==> config.mk <==
export PLATFORM = sky130hd
export DESIGN_NAME = hsl_hsv_to_rgb_converter
export DESIGN_NICKNAME = d
export VERILOG_FILES = /design/src/rtl/hsl_pkg.sv /design/src/rtl/hsl_hsv_to_rgb_converter.sv /design/src/rtl/hsl_chroma.sv /design/src/rtl/hsl_round.sv
export SDC_FILE = /design/constraint.sdc
export NUM_CORES = 2
export LEC_CHECK = 0
export ABC_AREA = 1
export BUFFER_PORTS_ARGS = -buffer_cell sky130_fd_sc_hd__buf_4
export CORE_MARGIN = 10
export CORE_UTILIZATION = 65
export CTS_CLUSTER_SIZE = 20
export DETAILED_ROUTE_END_ITERATION = 8
export PLACE_DENSITY = 0.82
export SYNTH_ARGS = -nofsm -noshare
export SYNTH_HDL_FRONTEND = slang
export SYNTH_SLANG_ARGS = --single-unit
==> constraint.sdc <==
create_clock -name clk -period 13.6 [get_ports clk]
set_clock_uncertainty 0.05 [all_clocks]
set_input_delay 2.04 -clock clk [delete_from_list [all_inputs] [get_ports clk]]
set_output_delay 2.04 -clock clk [all_outputs]
set_load 0.03 [all_outputs]
==> src/rtl/hsl_pkg.sv <==
// Package for the HSL/HSV to RGB converter: payload structs, sector codes and
// fixed-point constants for the chroma datapath and the rounding lanes.
// No dependencies.
package hsl_pkg;

  // Input request and result payloads
  typedef struct packed {
    logic [8:0] hue;
    logic [6:0] saturation;
    logic [6:0] level;
  } in_t;

  typedef struct packed {
    logic [7:0] red;
    logic [7:0] green;
    logic [7:0] blue;
  } out_t;

  // 60-degree hue sectors, named by the colors at their ends
  typedef enum logic [2:0] {
    SEC_RED_YEL,
    SEC_YEL_GRN,
    SEC_GRN_CYA,
    SEC_CYA_BLU,
    SEC_BLU_MAG,
    SEC_MAG_RED
  } sector_t;

  // Channel numerators over 600000 (full scale fits in 20 bits)
  localparam int NUM_W = 20;

  typedef struct packed {
    logic [NUM_W-1:0] red_num;
    logic [NUM_W-1:0] green_num;
    logic [NUM_W-1:0] blue_num;
  } chan_num_t;

  localparam logic [8:0] HUE_WRAP = 9'd360;
  localparam logic [6:0] PCT_MAX  = 7'd100;

  // 255*n/600000 rounded half up == floor((17*n + 20000) / 40000)
  // 40000 = 64 * 625; the /625 is a reciprocal multiply, exact for y < 2^18
  localparam int              ROUND_W     = 24;
  localparam int              QUO_W       = 18;
  localparam int              RECIP_W     = 19;
  localparam int              PROD_W      = QUO_W + RECIP_W;
  localparam int              RECIP_SHIFT = 28;
  localparam logic [4:0]      SCALE_MUL   = 5'd17;
  localparam logic [14:0]     ROUND_BIAS  = 15'd20000;
  localparam logic [18:0]     RECIP_M     = 19'd429497;

endpackage

==> src/rtl/hsl_hsv_to_rgb_converter.sv <==
// HSL/HSV to RGB converter: one request per cycle while the output is not
// stalled, sustained by the fully pipelined datapath (4 chroma stages,
// 2 rounding stages, output register).
// A stalled output freezes the whole pipeline. Synchronous active-low reset
// clears all valid bits and sets source_space to HSV.
// Top level; depends on hsl_pkg, hsl_chroma, hsl_round.
module hsl_hsv_to_rgb_converter import hsl_pkg::*; (
  input  logic clk,
  input  logic rst_n,
  input  logic in_valid,
  output logic in_ready,
  input  in_t  in_data,
  output logic out_valid,
  input  logic out_ready,
  output out_t out_data,
  input  logic cfg_valid,
  output logic cfg_ready,
  input  logic cfg_data
);

  // Mode register
  logic source_space_r;

  assign cfg_ready = 1'b1;

  always_ff @(posedge clk) begin
    if (!rst_n) begin
      source_space_r <= 1'b0;
    end else if (cfg_valid) begin
      source_space_r <= cfg_data;
    end
  end

  // Global advance: move when the output slot is free or being taken
  logic out_valid_r;
  logic adv;

  assign adv      = !out_valid_r || out_ready;
  assign in_ready = adv;

  // Chroma stages
  logic      n_valid;
  chan_num_t n_data;

  hsl_chroma u_chroma (
    .clk      (clk),
    .rst_n    (rst_n),
    .adv      (adv),
    .hsl_mode (source_space_r),
    .in_valid (in_valid),
    .in_data  (in_data),
    .n_valid  (n_valid),
    .n_data   (n_data)
  );

  // Rounding lanes
  logic [7:0] red_c, green_c, blue_c;

  hsl_round u_round_r (.clk(clk), .adv(adv), .num(n_data.red_num),   .chan(red_c));
  hsl_round u_round_g (.clk(clk), .adv(adv), .num(n_data.green_num), .chan(green_c));
  hsl_round u_round_b (.clk(clk), .adv(adv), .num(n_data.blue_num),  .chan(blue_c));

  // Valid bits alongside the rounding stages
  logic v5_r, v6_r;

  always_ff @(posedge clk) begin
    if (!rst_n) begin
      v5_r        <= 1'b0;
      v6_r        <= 1'b0;
      out_valid_r <= 1'b0;
    end else if (adv) begin
      v5_r        <= n_valid;
      v6_r        <= v5_r;
      out_valid_r <= v6_r;
    end
  end

  // Output register
  out_t out_data_r;

  always_ff @(posedge clk) begin
    if (adv) begin
      out_data_r.red   <= red_c;
      out_data_r.green <= green_c;
      out_data_r.blue  <= blue_c;
    end
  end

  assign out_valid = out_valid_r;
  assign out_data  = out_data_r;

  // Checks
  a_stall_holds_valids: assert property (@(posedge clk) disable iff (!rst_n)
    !adv |=> $stable({n_valid, v5_r, v6_r}))
    else $error("pipeline valid bits moved during a stall");

  a_out_from_pipe: assert property (@(posedge clk) disable iff (!rst_n)
    $rose(out_valid_r) |-> $past(v6_r))
    else $error("result appeared without a request in the last stage");

  a_stall_blocks_input: assert property (@(posedge clk) disable iff (!rst_n)
    (out_valid_r && !out_ready) |-> !in_ready)
    else $error("input taken while output stalled");

endmodule

==> src/rtl/hsl_chroma.sv <==
// Four-stage chroma datapath: hue sector and ramp, chroma product, component
// terms and offset, per-channel numerators. Depends on hsl_pkg.
module hsl_chroma import hsl_pkg::*; (
  input  logic      clk,
  input  logic      rst_n,
  input  logic      adv,
  input  logic      hsl_mode,
  input  logic      in_valid,
  input  in_t       in_data,
  output logic      n_valid,
  output chan_num_t n_data
);

  // Stage 1: clamp, wrap hue, find sector and ramp position
  logic [6:0]  s_sat, l_sat, a_val, r_pos;
  logic [8:0]  h_red, h_base;
  logic [5:0]  k_val;
  sector_t     sec;

  always_comb begin
    s_sat = (in_data.saturation > PCT_MAX) ? PCT_MAX : in_data.saturation;
    l_sat = (in_data.level > PCT_MAX) ? PCT_MAX : in_data.level;
    h_red = (in_data.hue >= HUE_WRAP) ? 9'(in_data.hue - HUE_WRAP) : in_data.hue;
    if (h_red < 9'd60) begin
      sec = SEC_RED_YEL;
    end else if (h_red < 9'd120) begin
      sec = SEC_YEL_GRN;
    end else if (h_red < 9'd180) begin
      sec = SEC_GRN_CYA;
    end else if (h_red < 9'd240) begin
      sec = SEC_CYA_BLU;
    end else if (h_red < 9'd300) begin
      sec = SEC_BLU_MAG;
    end else begin
      sec = SEC_MAG_RED;
    end
    case (sec)
      SEC_RED_YEL, SEC_YEL_GRN: h_base = 9'd0;
      SEC_GRN_CYA, SEC_CYA_BLU: h_base = 9'd120;
      default:                  h_base = 9'd240;
    endcase
    r_pos = 7'(h_red - h_base);
    k_val = (r_pos < 7'd60) ? r_pos[5:0] : 6'(7'd120 - r_pos);
    // HSL lightness weight 100 - |2L - 100|
    a_val = (l_sat <= 7'd50) ? 7'({1'b0, l_sat} << 1)
                             : 7'(8'd200 - {l_sat, 1'b0});
  end

  logic        v1_r;
  sector_t     sec1_r;
  logic [5:0]  k1_r;
  logic [6:0]  base1_r, s1_r, l1_r;

  always_ff @(posedge clk) begin
    if (!rst_n) begin
      v1_r <= 1'b0;
    end else if (adv) begin
      v1_r <= in_valid;
    end
  end

  always_ff @(posedge clk) begin
    if (adv) begin
      sec1_r  <= sec;
      k1_r    <= k_val;
      base1_r <= hsl_mode ? a_val : l_sat;
      s1_r    <= s_sat;
      l1_r    <= l_sat;
    end
  end

  // Stage 2: chroma product (percent squared)
  logic        v2_r;
  sector_t     sec2_r;
  logic [5:0]  k2_r;
  logic [6:0]  l2_r;
  logic [13:0] p2_r;

  always_ff @(posedge clk) begin
    if (!rst_n) begin
      v2_r <= 1'b0;
    end else if (adv) begin
      v2_r <= v1_r;
    end
  end

  always_ff @(posedge clk) begin
    if (adv) begin
      sec2_r <= sec1_r;
      k2_r   <= k1_r;
      l2_r   <= l1_r;
      p2_r   <= 14'(base1_r * s1_r);
    end
  end

  // Stage 3: chroma and secondary terms, offset before scaling
  logic [14:0] l200, p_sub, q_val;

  always_comb begin
    l200  = 15'(l2_r * 8'd200);
    p_sub = hsl_mode ? {1'b0, p2_r} : {p2_r, 1'b0};
    q_val = 15'(l200 - p_sub);
  end

  logic             v3_r;
  sector_t          sec3_r;
  logic [NUM_W-1:0] c3_r, x3_r;
  logic [14:0]      q3_r;

  always_ff @(posedge clk) begin
    if (!rst_n) begin
      v3_r <= 1'b0;
    end else if (adv) begin
      v3_r <= v2_r;
    end
  end

  always_ff @(posedge clk) begin
    if (adv) begin
      sec3_r <= sec2_r;
      c3_r   <= NUM_W'(p2_r * 6'd60);
      x3_r   <= NUM_W'(p2_r * k2_r);
      q3_r   <= q_val;
    end
  end

  // Stage 4: channel order by sector, add offset
  logic [NUM_W-1:0] m_val, rc, gc, bc;

  always_comb begin
    m_val = NUM_W'(q3_r * 5'd30);
    case (sec3_r)
      SEC_RED_YEL: begin rc = c3_r;  gc = x3_r;  bc = '0;    end
      SEC_YEL_GRN: begin rc = x3_r;  gc = c3_r;  bc = '0;    end
      SEC_GRN_CYA: begin rc = '0;    gc = c3_r;  bc = x3_r;  end
      SEC_CYA_BLU: begin rc = '0;    gc = x3_r;  bc = c3_r;  end
      SEC_BLU_MAG: begin rc = x3_r;  gc = '0;    bc = c3_r;  end
      default:     begin rc = c3_r;  gc = '0;    bc = x3_r;  end
    endcase
  end

  logic      v4_r;
  chan_num_t n4_r;

  always_ff @(posedge clk) begin
    if (!rst_n) begin
      v4_r <= 1'b0;
    end else if (adv) begin
      v4_r <= v3_r;
    end
  end

  // sums never exceed full scale 600000
  always_ff @(posedge clk) begin
    if (adv) begin
      n4_r.red_num   <= NUM_W'(rc + m_val);
      n4_r.green_num <= NUM_W'(gc + m_val);
      n4_r.blue_num  <= NUM_W'(bc + m_val);
    end
  end

  assign n_valid = v4_r;
  assign n_data  = n4_r;

endmodule

==> src/rtl/hsl_round.sv <==
// One rounding lane: scales a numerator over 600000 to 0..255, half up,
// in two register stages. Depends on hsl_pkg.
module hsl_round import hsl_pkg::*; (
  input  logic             clk,
  input  logic             adv,
  input  logic [NUM_W-1:0] num,
  output logic [7:0]       chan
);

  // Stage A: 17*n + 20000, drop the factor of 64
  logic [ROUND_W-1:0] biased;
  logic [QUO_W-1:0]   y_r;

  assign biased = ROUND_W'(num * SCALE_MUL) + ROUND_W'(ROUND_BIAS);

  always_ff @(posedge clk) begin
    if (adv) begin
      y_r <= biased[ROUND_W-1:6];
    end
  end

  // Stage B: divide by 625 via reciprocal multiply
  logic [PROD_W-1:0] prod_r;

  always_ff @(posedge clk) begin
    if (adv) begin
      prod_r <= PROD_W'(y_r * RECIP_M);
    end
  end

  // quotient and clamp
  logic [PROD_W-RECIP_SHIFT-1:0] quo;

  assign quo  = prod_r[PROD_W-1:RECIP_SHIFT];
  assign chan = (quo > 255) ? 8'd255 : quo[7:0];

endmodule

==> impl_metrics.yaml <==
status:
  status: "finished, final reports clean"
cts:
  cts_sinks: 289
  numCtsBuffers: 37
  path_clk_slew_ns: 0.07
  cts_tree: "yes"
  post-cts-setup-buffers: 0
  clock_latency_ns: 0.56
  clockBufferDepth: 3
  htree_levels: 2
  cts_resized: 0
  cts-hold-fix-buffers: 0
  cts_root_buffer: "clkbuf_16"
final_layout:
  final_layout_size_suffix_gt1_share_pct: 3.47
  fillers: 5043
  final_cell_mix: "inv_1 (1089), ha_1 (772), nand2_1 (669), fa_1 (530), a21oi_1 (282)"
  fin_nets: 6117
  area_growth_pct: 6.02
  instances_no_fill: 5673
  antenna_cells: 0
  layout_commonest_cell: "inv_1"
detailed_routing:
  wl_per_cell_um: 17.2
  wirelength_mm: 97.7
  firstDrtPassIters: 5
  drc_errors: 0
  vias: 31700
  drt_iter0_markers: 1856
  ant_nets: 0
  via_per_inst: 5.58
timing:
  min_period_ns: 5.45
  tns_ns: 0
  min_period_over_period_pct: 40.1
  hold_viol: 0
  slew_headroom_pct: 29.6
  setup_viol: 0
  final_max_slew_viol_count: 0
  rsz0062_at_grt: "false"
  tightest_slew_ns: 1.06
  holdWs_ns: 0.368
  max_freq_mhz: 184
hold_path:
  worstHoldStart: "u_chroma.k1_r[5]$_DFFE_PP_"
  whs_path_depth: 0
  hold_class: "flop to flop"
  holdPathEnd: "u_chroma.k2_r[5]$_DFFE_PP_"
global_routing:
  grt_pass1_vias: 33300
  grt_first_pass_wirelength_mm: 165
  grtUsageTotal_pct: 25.8
  grt_antenna_before_repair: 0
  grt.overflow.total: 0
  grt_max_degree: 166
logic_synthesis:
  yosys.area_share.simple_pct: 11.1
  synthAdderAreaFrac_pct: 46.7
  synth_compound_area_share_pct: 8.44
  synth-edff-count: 281
  synth_area_leader_cell: "fa_1"
  yosys.area_share.xor_xnor_pct: 4.19
  synth.area.top_cells: "fa_1 (24%), ha_1 (22%), edfxtp_1 (19%)"
  synth_seq_cells: 289
  synthFlopType: "edfxtp_1"
  async_reset_ff_share_pct: 0
  synth_nets: 6051
  synth_cell_types: 48
  synth_top_family_by_area: "adder cells"
  synth.avg_cell_area_sq_um: 9.20
  synthMuxAreaShare_pct: 0.0461
  yosysSeqAreaShare_pct: 19.8
  syn-cell-area_sq_um: 43400
  yosysTopAreaCellShare_pct: 24.4
  ys_warn_count: 0
  synthCells: 4720
setup_path:
  reg2reg_from: "u_round_g.y_r[9]$_DFFE_PP_"
  slowest_stage: "edfxtp_1"
  cp.required_ns: 13.83
  cp-end-kind: "flop"
  reg2regPathDepth: 20
  timing.rr.end: "u_round_g.prod_r[36]$_DFFE_PP_"
  reg2reg_slack_ns: 8.15
  worst_setup_path_start_kind: "flop"
  cp_cell_sequence: "ha_1 -> inv_1 -> fa_1 -> inv_1 -> fa_1 -> inv_1 -> fa_1 -> inv_1 -> fa_1 -> fa_1 -> ha_1 -> nand2_1 -> nor2_1 -> inv_1 -> nor3_1 -> nand2_1 -> nand2_1 -> nand3_1 -> nand2_1 -> xor2_1"
  cp_slowest_stage_delay_ns: 0.55
  worst-path-max-fanout: 7
  arrival_ns: 5.68
  path_class: "flop to flop"
place:
  globalplace.congestion: 1.02
  dp.cells: 5611
  dpl.hpwl_mm: 82.4
  numPortBuffers: 54
floorplan:
  rows: 94
  dieArea_sq_um: 77600
  start_util_pct: 65.8
  coreArea_sq_um: 66000
  ios: 56
  die_x_um: 279
  die_y_um: 279
flow_run:
  drv_cap: 0
[critical path, delay by kind of cell (launching register included)]
kind	cells	cell delay, ns
fa+ha+maj	7	3.33
xor+xnor	1	0.06
buf+inv	5	0.38
simple gates	7	0.81
flops	1	0.55
[state kept, by name, summed over array words and instances, names as in the netlist, 14 cells and up]
name	flops
u_round_b.y_r	18
out_data	24
u_chroma.n_data	60
u_round_g.y_r	18
u_chroma.q3_r	15
u_chroma.x3_r	20
u_chroma.c3_r	18
u_round_r.y_r	18
u_chroma.p2_r	14
[through the flow]
stage               setup WS (ns)  util [%]  area [sq um]
CTS                          8.20      69.8         46100
floorplan                    3.70         -         43400
global route                 7.90      69.8         46100
detailed placement           8.20      68.0         44900
global placement             8.22      68.0         44900
finish                       8.15      69.8         46100
[how the worst max path moves through the flow]
stage                               start                        endpoint  depth (start not counted)
2_1_floorplan                   out_ready                        in_ready                          2
3_3_place_gp                    out_ready                        in_ready                          4
3_5_place_dp                    out_ready                        in_ready                          4
4_1_cts                         out_ready                        in_ready                          4
5_1_grt        u_round_b.y_r[9]$_DFFE_PP_  u_round_b.prod_r[36]$_DFFE_PP_                         20
6_report       u_round_g.y_r[9]$_DFFE_PP_  u_round_g.prod_r[36]$_DFFE_PP_                         20
[synthesized netlist by cell type (2+ instances only)]
library cell and instances:
a211oi_1 5, a21boi_0 16, a21o_1 27, a21oi_1 282
a221oi_1 3, a31oi_1 26, and3_1 3, buf_1 4
clkbuf_1 26, dfxtp_1 8, edfxtp_1 281, fa_1 530
ha_1 772, inv_1 1090, mux2i_1 2, nand2_1 669
nand2_2 11, nand2_4 3, nand3_1 121, nand3_2 4
nand3b_1 2, nand4_1 40, nor2_1 208, nor2_2 6
nor2_4 2, nor3_1 38, nor3b_1 2, nor4_1 11
o2111ai_1 2, o211ai_1 18, o21a_1 16, o21ai_0 153
o21ai_1 5, o21bai_1 23, o221ai_1 3, o22ai_1 57
o31ai_1 9, or2_2 26, xnor2_1 53, xor2_1 155
[final cells by class]
type                    instances  area [sq um]  share of cell area, %
multi-input cells            3308         30600                   66.5
flip-flops and latches        289          8600                   18.7
inverters                    1091          4100                   8.91
well taps                     864          1080                   2.35
clock buffers                  40           958                   2.08
repair buffers                 59           455                  0.989
clock inverters                22           245                  0.532
[routing by layer]
metal  vias up  global-route usage (%)  wire, um
li1      15400                       -         -
met1     15300                    32.8     41500
met2       851                    44.9     47600
met3       194                    4.25      5570
met4         0                    7.72      3010
met5         -                       0         0
[kinds of logic (layout without fill, tap and decap cells)]
family / after synthesis / count (layout)
muxes: 2 / 2
adders and majority gates: 1302 / 1302
buffers and inverters: 1123 / 1212
other: 1 / 1
AOI/OAI and AO/OA: 647 / 647
xor gates and xnor gates: 208 / 208
DFF: 289 / 289
and+or+nand+nor: 1148 / 1148
Power is left out: the tool's default activity adds up to more than one toggle a clock period on the data nets, which glitch-free logic cannot reach.
